===== config.mk =====
export PLATFORM = sky130hd
export DESIGN_NAME = percent_escape_decoder
export DESIGN_NICKNAME = d
export VERILOG_FILES = /design/src/rtl/core/pcd_pkg.sv /design/src/rtl/core/pcd_decode.sv /design/src/rtl/core/pcd_outq.sv /design/src/rtl/core/percent_escape_decoder.sv
export SDC_FILE = /design/constraint.sdc
export NUM_CORES = 1
export LEC_CHECK = 0
export ABC_CLOCK_PERIOD_IN_PS = 5200
export BUFFER_PORTS_ARGS = -buffer_cell sky130_fd_sc_hd__buf_2
export CAP_MARGIN = 20
export CORE_ASPECT_RATIO = 0.5
export CORE_UTILIZATION = 35
export DETAILED_ROUTE_END_ITERATION = 10
export PLACE_DENSITY = 0.49
export SLEW_MARGIN = 20
export SYNTH_ARGS = -nofsm -noshare
export SYNTH_HDL_FRONTEND = slang
export SYNTH_SLANG_ARGS = --single-unit

===== constraint.sdc =====
create_clock -name clk_i -period 5.2 [get_ports clk_i]
set_clock_uncertainty 0.15 [all_clocks]
set_input_delay 1.3 -clock clk_i [delete_from_list [all_inputs] [get_ports clk_i]]
set_output_delay 1.3 -clock clk_i [all_outputs]
set_load 0.01 [all_outputs]

===== src/rtl/core/pcd_pkg.sv =====
// ----------------------------------------------------------------------------
// pcd_pkg
// shared types, constants and helpers of the percent escape decoder
// ----------------------------------------------------------------------------
package pcd_pkg;

  // the escape introducer, the register reset value and the digits of the 7F escape
  localparam logic [7:0] PctChar     = 8'h25;
  localparam logic [7:0] MarkerReset = 8'h7F;
  localparam logic [7:0] Char7       = 8'h37;
  localparam logic [7:0] CharUpperF  = 8'h46;

  // most results one byte can release
  localparam int unsigned MaxResults = 3;

  // default depth of the result queue, at least MaxResults
  localparam int unsigned QueueDepthDefault = 4;

  // one result item
  typedef struct packed {
    logic [7:0] out_byte;
    logic       truncated_error;
    logic       last_out;
  } pcd_result_t;

  // results released by one byte, valid from index 0 upwards
  typedef struct packed {
    logic [1:0]             num;
    pcd_result_t [2:0]      res;
  } pcd_push_t;

  // hex digit lookup result
  typedef struct packed {
    logic       vld;
    logic [3:0] val;
  } hex_digit_t;

  // ascii hex digit to value, either case
  function automatic hex_digit_t hex_decode(logic [7:0] c);
    hex_digit_t h;
    h.vld = 1'b0;
    h.val = 4'd0;
    if (c >= 8'h30 && c <= 8'h39) begin
      h.vld = 1'b1;
      h.val = c[3:0];
    end else if ((c >= 8'h41 && c <= 8'h46) || (c >= 8'h61 && c <= 8'h66)) begin
      h.vld = 1'b1;
      h.val = c[3:0] + 4'd9;
    end
    return h;
  endfunction

endpackage


===== src/rtl/core/pcd_decode.sv =====
// ----------------------------------------------------------------------------
// pcd_decode
// escape state and single pass decode of one byte into up to three results
// ----------------------------------------------------------------------------
module pcd_decode (
  input  logic                clk_i,
  input  logic                rst_ni,
  input  logic                adv_i,
  input  logic [7:0]          in_byte_i,
  input  logic                last_byte_i,
  input  logic [7:0]          marker_i,
  output pcd_pkg::pcd_push_t  push_o
);

  // number of bytes held back
  localparam logic [1:0] HeldNone = 2'd0;
  localparam logic [1:0] HeldPct  = 2'd1;
  localparam logic [1:0] HeldTwo  = 2'd2;

  logic [1:0]                   held_count_q, held_count_d;
  logic [7:0]                   held1_q, held1_d;
  logic [1:0]                   num;
  pcd_pkg::pcd_result_t [2:0]   res;
  pcd_pkg::hex_digit_t          hi, lo;
  logic [7:0]                   value;
  logic                         esc_ok;

  // escape check on the held digit and the new byte
  always_comb begin
    hi     = pcd_pkg::hex_decode(held1_q);
    lo     = pcd_pkg::hex_decode(in_byte_i);
    value  = {hi.val, lo.val};
    esc_ok = hi.vld && !hi.val[3] && lo.vld &&
             !(held1_q == pcd_pkg::Char7 && in_byte_i == pcd_pkg::CharUpperF) &&
             (value != marker_i);
  end

  // results and next held state
  always_comb begin
    held_count_d = held_count_q;
    held1_d      = held1_q;
    num          = 2'd0;
    res          = '0;
    unique case (held_count_q)
      HeldTwo: begin
        held_count_d = HeldNone;
        if (esc_ok) begin
          res[0].out_byte = value;
          num             = 2'd1;
        end else begin
          res[0].out_byte = pcd_pkg::PctChar;
          if (held1_q == pcd_pkg::PctChar) begin
            // held digit opens a new escape, new byte follows it
            held1_d      = in_byte_i;
            held_count_d = HeldTwo;
            num          = 2'd1;
          end else begin
            res[1].out_byte = held1_q;
            if (in_byte_i == pcd_pkg::PctChar) begin
              held_count_d = HeldPct;
              num          = 2'd2;
            end else begin
              res[2].out_byte = in_byte_i;
              num             = 2'd3;
            end
          end
        end
      end
      HeldPct: begin
        held1_d      = in_byte_i;
        held_count_d = HeldTwo;
      end
      HeldNone: begin
        if (in_byte_i == pcd_pkg::PctChar) begin
          held_count_d = HeldPct;
        end else begin
          res[0].out_byte = in_byte_i;
          num             = 2'd1;
        end
      end
      default: begin
        held_count_d = HeldNone;
      end
    endcase

    // end of stream: error when an escape is still open, else mark last
    if (last_byte_i) begin
      if (held_count_d != HeldNone) begin
        for (int k = 0; k < 3; k++) begin
          if (2'(k) == num) begin
            res[k].out_byte        = 8'd0;
            res[k].truncated_error = 1'b1;
            res[k].last_out        = 1'b1;
          end
        end
        num          = num + 2'd1;
        held_count_d = HeldNone;
      end else begin
        for (int k = 0; k < 3; k++) begin
          if (2'(k + 1) == num) begin
            res[k].last_out = 1'b1;
          end
        end
      end
    end
  end

  assign push_o.num = adv_i ? num : 2'd0;
  assign push_o.res = res;

  // held count
  always_ff @(posedge clk_i or negedge rst_ni) begin
    if (!rst_ni) begin
      held_count_q <= HeldNone;
    end else if (adv_i) begin
      held_count_q <= held_count_d;
    end
  end

  // held digit, read only after it was written
  always_ff @(posedge clk_i) begin
    if (adv_i) begin
      held1_q <= held1_d;
    end
  end

endmodule


===== src/rtl/core/pcd_outq.sv =====
// ----------------------------------------------------------------------------
// pcd_outq
// shifting result queue, up to three pushes and one pop per cycle
// ----------------------------------------------------------------------------
module pcd_outq #(
  parameter int unsigned Depth = pcd_pkg::QueueDepthDefault
) (
  input  logic                  clk_i,
  input  logic                  rst_ni,
  input  pcd_pkg::pcd_push_t    push_i,
  output logic                  room_o,
  output logic                  out_valid_o,
  input  logic                  out_ready_i,
  output pcd_pkg::pcd_result_t  head_o
);

  localparam int unsigned CntW = $clog2(Depth + 1);

  pcd_pkg::pcd_result_t ent_q [Depth];
  pcd_pkg::pcd_result_t ent_d [Depth];
  logic [CntW-1:0]      count_q, count_d, base;
  logic                 pop;

  assign pop         = out_valid_o && out_ready_i;
  assign out_valid_o = (count_q != '0);
  assign head_o      = ent_q[0];
  // space for the largest burst one byte can release
  assign room_o      = (count_q <= CntW'(Depth - pcd_pkg::MaxResults));

  // shift on transfer, then append the new results behind the rest
  always_comb begin
    ent_d = ent_q;
    if (pop) begin
      for (int i = 0; i < Depth - 1; i++) begin
        ent_d[i] = ent_q[i + 1];
      end
    end
    base = count_q - CntW'(pop);
    for (int i = 0; i < Depth; i++) begin
      for (int k = 0; k < 3; k++) begin
        if (2'(k) < push_i.num && CntW'(i) == base + CntW'(k)) begin
          ent_d[i] = push_i.res[k];
        end
      end
    end
    count_d = base + CntW'(push_i.num);
  end

  // fill count
  always_ff @(posedge clk_i or negedge rst_ni) begin
    if (!rst_ni) begin
      count_q <= '0;
    end else begin
      count_q <= count_d;
    end
  end

  // queue entries
  always_ff @(posedge clk_i) begin
    ent_q <= ent_d;
  end

endmodule


===== src/rtl/core/percent_escape_decoder.sv =====
// A transferred byte is held in the input register; its results are written into
// the result queue once the queue has room, and are offered from its head.
// Throughput: one byte per cycle while the result queue keeps three free
// entries; with fewer free, the input waits until results are taken out.
// Between input and output lie the input register, the escape decode and the queue.
// Reset clears the held escape, the input and queue valid state, and sets the
// marker register to 0x7F.
// ----------------------------------------------------------------------------
// percent_escape_decoder
// streaming percent escape decoder that, while its result queue has room, takes one byte in per cycle
// ----------------------------------------------------------------------------
module percent_escape_decoder #(
  parameter int unsigned QueueDepth = pcd_pkg::QueueDepthDefault
) (
  input  logic       clk_i,
  input  logic       rst_ni,
  input  logic       cfg_we_i,
  input  logic [7:0] cfg_wdata_i,
  input  logic       in_valid_i,
  output logic       in_ready_o,
  input  logic [7:0] in_byte_i,
  input  logic       last_byte_i,
  output logic       out_valid_o,
  input  logic       out_ready_i,
  output logic [7:0] out_byte_o,
  output logic       truncated_error_o,
  output logic       last_out_o
);

  logic                 in_vld_q, in_vld_d;
  logic [7:0]           in_byte_q;
  logic                 in_last_q;
  logic [7:0]           marker_q;
  logic                 room, adv, in_xfer;
  pcd_pkg::pcd_push_t   push;
  pcd_pkg::pcd_result_t head;

  // input register hand-off
  assign adv        = in_vld_q && room;
  assign in_ready_o = !in_vld_q || adv;
  assign in_xfer    = in_valid_i && in_ready_o;
  assign in_vld_d   = in_xfer ? 1'b1 : (adv ? 1'b0 : in_vld_q);

  always_ff @(posedge clk_i or negedge rst_ni) begin
    if (!rst_ni) begin
      in_vld_q <= 1'b0;
      marker_q <= pcd_pkg::MarkerReset;
    end else begin
      in_vld_q <= in_vld_d;
      if (cfg_we_i) begin
        marker_q <= cfg_wdata_i;
      end
    end
  end

  // input payload
  always_ff @(posedge clk_i) begin
    if (in_xfer) begin
      in_byte_q <= in_byte_i;
      in_last_q <= last_byte_i;
    end
  end

  // escape decode
  pcd_decode u_decode (
    .clk_i       (clk_i),
    .rst_ni      (rst_ni),
    .adv_i       (adv),
    .in_byte_i   (in_byte_q),
    .last_byte_i (in_last_q),
    .marker_i    (marker_q),
    .push_o      (push)
  );

  // result queue
  pcd_outq #(
    .Depth (QueueDepth)
  ) u_outq (
    .clk_i       (clk_i),
    .rst_ni      (rst_ni),
    .push_i      (push),
    .room_o      (room),
    .out_valid_o (out_valid_o),
    .out_ready_i (out_ready_i),
    .head_o      (head)
  );

  assign out_byte_o        = head.out_byte;
  assign truncated_error_o = head.truncated_error;
  assign last_out_o        = head.last_out;

endmodule


# Yosys cells after proc, flatten, opt, wreduce, memory -nomap -nowiden

Index checks and enable logic that the tools add are counted.

Bits in registers: 71
Bits of input ports: 22
Word-level logic and storage cells: 168

Add/subtract/negate cells: 7
Order comparisons: 16
Equal/unequal tests: 21
Multiplexer cells: 59
Reductions and logical operators: 46

Operator list:

| kind                                                               | number |
|---|---|
| two-way mux 10 bit                                                 | 15 |
| two-way mux 8 bit                                                  | 10 |
| two-way mux 30 bit                                                 | 2 |
| greater-or-equal comparator 8 x 7 -> 1 bit (second input constant) | 4 |
| <= comparator 8 x 7 -> 1 bit (second input constant)               | 4 |
| one-hot mux 8 bit (2 select lines)                                 | 2 |
| two-way mux 9 bit                                                  | 3 |
| logical AND 1 bit                                                  | 26 |
| == test 8 x 6 -> 1 bit (second input constant)                     | 3 |
| two-way mux 2 bit                                                  | 10 |
| two-way mux 5 bit                                                  | 4 |
| == test 2 x 3 -> 1 bit (first input constant)                      | 6 |
| greater-or-equal comparator 8 x 6 -> 1 bit (second input constant) | 2 |
| <= comparator 8 x 6 -> 1 bit (second input constant)               | 2 |
| nonzero test 4 bit                                                 | 3 |
| two-way mux 1 bit                                                  | 11 |
| == test 1 x 3 -> 1 bit (first input constant)                      | 3 |
| logical NOT 3 bit                                                  | 3 |
| adder 4 bit (second input constant)                                | 2 |
| == test 8 x 7 -> 1 bit (second input constant)                     | 1 |
| inequality test 8 bit                                              | 1 |
| one-hot mux 2 bit (3 select lines)                                 | 1 |
| nonzero test 2 bit                                                 | 3 |
| nonzero test 3 bit                                                 | 2 |
| 19 further kinds                                                   | 26 |

# Logic depth before layout (Yosys ltp)

Word-level depth: 21
Mapped depth: 20
Depth with buffers taken out: 17

# Hierarchy

From an unflattened synthesis, not the netlist that was laid out.

Cells, all modules: 470
Area, all modules: 4932.2 um^2

By module, submodules not included:

| module                 | instances | cells each | area each (um^2) |
|---|---|---|---|
| pcd_outq               | 1         | 247        | 2767.7 |
| pcd_decode             | 1         | 192        | 1503.9 |
| percent_escape_decoder | 1         | 31         | 660.6 |

# Worst setup path before layout

OpenSTA, ideal clock, no wires.

Path kind: reg2reg
From: register in_byte_q[1]
To: register u_outq.ent_q[10] (netlist name), enable pin
Arrival: 4.037 ns
Data required time: 4.701 ns
Slack: 0.663 ns
Stages on the path, launching flop included: 18
Clock period less this slack: 4.537 ns
Path through: edfxtp_1 inv_1 ha_1 or3b_1 and2_1 a21o_1 and3_1 nor3_1 o31ai_4 buf_6 and2_1 buf_2 ha_1 nor3_1 a41oi_4 nor3_4 nor2_2 nand3_1

Longest elaborated chain between the ends: 17
Elaborated cells on any way between the ends: 43
Classes of those cells: add/sub (2); order compare (9); eq/ne (3); mux (15); reduce/logical (14)

Ends and longest elaborated chain:

| what                                                                                | RTL line                     | RTL |
|---|---|---|
| start: declaration                                                                  | percent_escape_decoder.sv:31 | `logic [7:0] in_byte_q;` |
| start signal: assignment                                                            | percent_escape_decoder.sv:59 | `in_byte_q <= in_byte_i;` |
| branches (longest 12 deep; another with greater-or-equal comparator 8 x 7 -> 1 bit) | n/a                          |  |
| two-way mux 2 bit *                                                                 | pcd_decode.sv:87             | `if (last_byte_i) begin` |
| two-way mux 2 bit *                                                                 | pcd_decode.sv:108            | `assign push_o.num = adv_i ? num : 2'd0;` |
| less-than comparator 2 bit or less-than comparator 1 x 2 -> 1 bit (tied branches)   | pcd_outq.sv:41               | `if (2'(k) < push_i.num && CntW'(i) == base + CntW'(k)) begin` |
| logical AND 1 bit                                                                   | pcd_outq.sv:41               |  |
| nonzero test 4 bit (no line) *                                                      | n/a                          |  |
| end signal: assignment                                                              | pcd_outq.sv:60               | `ent_q <= ent_d;` |
| end: declaration                                                                    | pcd_outq.sv:19               | `pcd_pkg::pcd_result_t ent_q [Depth];` |

Mark *: on every way between the ends.
A chain may end at the register's enable or synchronous reset.

==> flow_summary.json <==
{
  "ant_nets": 0,
  "period_needed_ns": 4.68,
  "clkSinkCount": 71,
  "grt_max_degree": 16,
  "arrival_ns": 4.69,
  "cts_buffers": 9,
  "synth_ff_type": "edfxtp_1",
  "num_io_pins": 34,
  "wl_mm": 14.0,
  "cts_tree": "yes",
  "clock_path_buffers": 2,
  "timing.reg2reg.setup_slack_ns": 0.52,
  "grt_overflow": 0,
  "fin_crit_sh": 0.899,
  "endpoint_kind": "flop",
  "grt_pass1_vias": 3776,
  "whs_path_depth": 1,
  "synth_cell_type_count": 79,
  "vias_per_cell": 5.50,
  "worstSkewPairLatency_ns": 0.34,
  "netlist_area_um2": 5050,
  "syn_inst": 503,
  "required_ns": 5.22,
  "grt_pass1_wl_mm": 22.1,
  "synth_async_sr_flop_share": 0.197,
  "hold_viol": 0,
  "syn_to_final_growth_pct": 12.5,
  "slew_viol_final": 0,
  "yosys_warnings": 0,
  "drt_first_pass_iters": 5,
  "r2r-start": "in_byte_q[0]",
  "antennaDiodeCount": 0,
  "synth_top_area_frac": 0.339,
  "cellPowerDensity_nw_per_um2": 392,
  "yosys-top-cells-area": "edfxtp_1 (34%), ha_1 (4.7%), mux2i_1 (4.2%)",
  "antenna_found_initial": 0,
  "mostFrequentLayoutCell": "edfxtp_1",
  "hold_class": "flop to flop",
  "grt_usage": 0.202,
  "rsz0062_at_grt": "no",
  "crit_fanout": 9,
  "max_slew.worst_pin.slew_ns": 0.644,
  "timing.rr.end": "u_outq.head_o[4]",
  "fin_nets": 576,
  "num_rows": 30,
  "ys_seq_elements": 71,
  "syn-num-nets": 545,
  "yosys.area.top_type": "edfxtp_1",
  "slew-limit-headroom": 0.567,
  "hold_path.startpoint": "marker_q[7]",
  "status": "completed",
  "post_cts_buffers": 0,
  "gp_congestion": 0.874,
  "core_area_um2": 13800,
  "syn_avg_cell_area_um2": 10.0,
  "start_util": 0.365,
  "cts-root-buf": "clkbuf_16",
  "avgRoutedWirePerCell_um": 19.2,
  "cap_violations": 0,
  "place_hpwl_mm": 11.1,
  "cts_htree_levels": 3,
  "num_vias": 4017,
  "ir_drop_mv": 0.137,
  "synth_seq_area_share": 0.410,
  "drcViolationCount": 0,
  "leakagePower_nw": 2.23,
  "finalSetupViolCount": 0,
  "die_w_um": 172,
  "port_buffers": 33,
  "final_cell_mix": "edfxtp_1 (57), nand2_1 (54), nor2_1 (34), buf_2 (33), a21oi_1 (32)",
  "postLayoutCoreUtil": 0.411,
  "die_h_um": 86.9,
  "worst_r2r_path_depth": 16,
  "clk_pin_slew_ns": 0.06,
  "synth_edf_count": 57,
  "fmax_ghz": 0.214,
  "hold_end": "marker_q[7]",
  "drt-initial-drc-count": 351,
  "crit_type": "flop to flop",
  "final_layout_size_suffix_gt1_frac": 0.213,
  "fin_setup_tns_ns": 0,
  "dieArea_um2": 14900,
  "cp-start-kind": "flop"
}
## registers in the layout (all words and copies together) (netlist names)
register	flops
u_outq.ent_q	30
u_outq.head_o	10
in_byte_q	8
marker_q	8
u_decode.held1_q	8
u_outq.count_q	3
u_decode.held_count_q	2
in_last_q	1
in_vld_q	1
## how the worst max path moves through the flow
stage / from / endpoint / slack (ns) / cells after the start
final: in_byte_q[0] / u_outq.head_o[4] / 0.52 / 16
after global routing: in_byte_q[0] / u_outq.head_o[4] / 0.06 / 16
after CTS: in_byte_q[0] / u_outq.head_o[7] / 0.24 / 16
after detailed placement: in_byte_q[0] / u_outq.head_o[7] / 0.27 / 16
after global placement: in_byte_q[0] / u_outq.head_o[4] / 0.38 / 16
after floorplan: in_byte_q[1] / u_outq.ent_q[10] / 0.66 / 17
## worst max-delay path: stages (launching register included)
cell      delay [ns]
edfxtp_1        0.51
ha_1            0.34
or3b_1          0.38
and2_1          0.18
a21oi_1         0.25
nor4b_1         0.10
nor3_1          0.35
o31ai_4         0.12
and2_1          0.18
ha_1            0.33
and2_1          0.16
mux2i_2         0.30
and3_2          0.40
nand2_1         0.14
a21oi_1         0.26
o21ai_0         0.13
a31oi_1         0.22
## metrics by stage
stage	cells	setup WS (ns)	hold slack (ns)	area (µm²)	power (mW)
after floorplan	503	0.663	0.271	5050	1.42
after global placement	715	0.384	0.406	5390	1.62
after detailed placement	715	0.275	0.411	5390	1.62
after CTS	731	0.244	0.426	5680	2.24
after global routing	731	0.0622	0.445	5680	2.37
final	731	0.523	0.425	5680	2.23
## cells by family after synthesis
kind of cell	Yosys count	synth area share
AOI/OAI and AO/OA	127	0.188
DFF	71	0.410
and+or+nand+nor	193	0.214
adders and majority gates	20	0.0511
muxes	34	0.0706
xor gates and xnor gates	10	0.0173
buffers and inverters	48	0.0488
## metal layers
metal	vias up	track usage	wire length, µm
li1	1951	-	-
met1	1906	0.314	7300
met2	146	0.284	5510
met3	14	0.0391	1010
met4	0	0.0475	178
met5	-	0	0
## area by class of cell
cell class	instances	area, µm²
Sequential cell	71	2070
Clock inverter	7	62.6
Multi-Input combinational cell	384	2740
Inverter	22	82.6
Tap cell	192	240
Clock buffer	9	225
Timing Repair Buffer	46	263
Fill cell	1389	8130
## cell usage after synthesis, types with 7 or more instances
master / count
edfxtp_1: 57
nand2_1: 54
nor2_1: 34
a21oi_1: 32
nand3_1: 24
inv_1: 22
mux2i_1: 21
ha_1: 19
and3_1: 15
and2_1: 14
a22oi_1: 13
o21ai_0: 13
buf_2: 11
mux2_2: 11
nor3_1: 11
o211ai_1: 9
buf_4: 8
dfrtp_1: 7
dfstp_2: 7
## where the power goes
| group | internal, mW | total, mW | leakage [nW] | switching [mW] |
|---|---|---|---|---|
| clock | 0.367 | 0.616 | 0.138 | 0.249 |
| sequential | 0.808 | 0.881 | 0.698 | 0.0731 |
| combinational | 0.282 | 0.730 | 1.39 | 0.447 |
| total | 1.46 | 2.23 | 2.23 | 0.769 |
## repair_timing
action	4_1_cts	5_1_grt
hold buffers	0	0
hold endpoints to repair	0	0
endpoints found under the setup margin	0	3
resized for setup	0	2
Power figures use the tool's default switching activity.
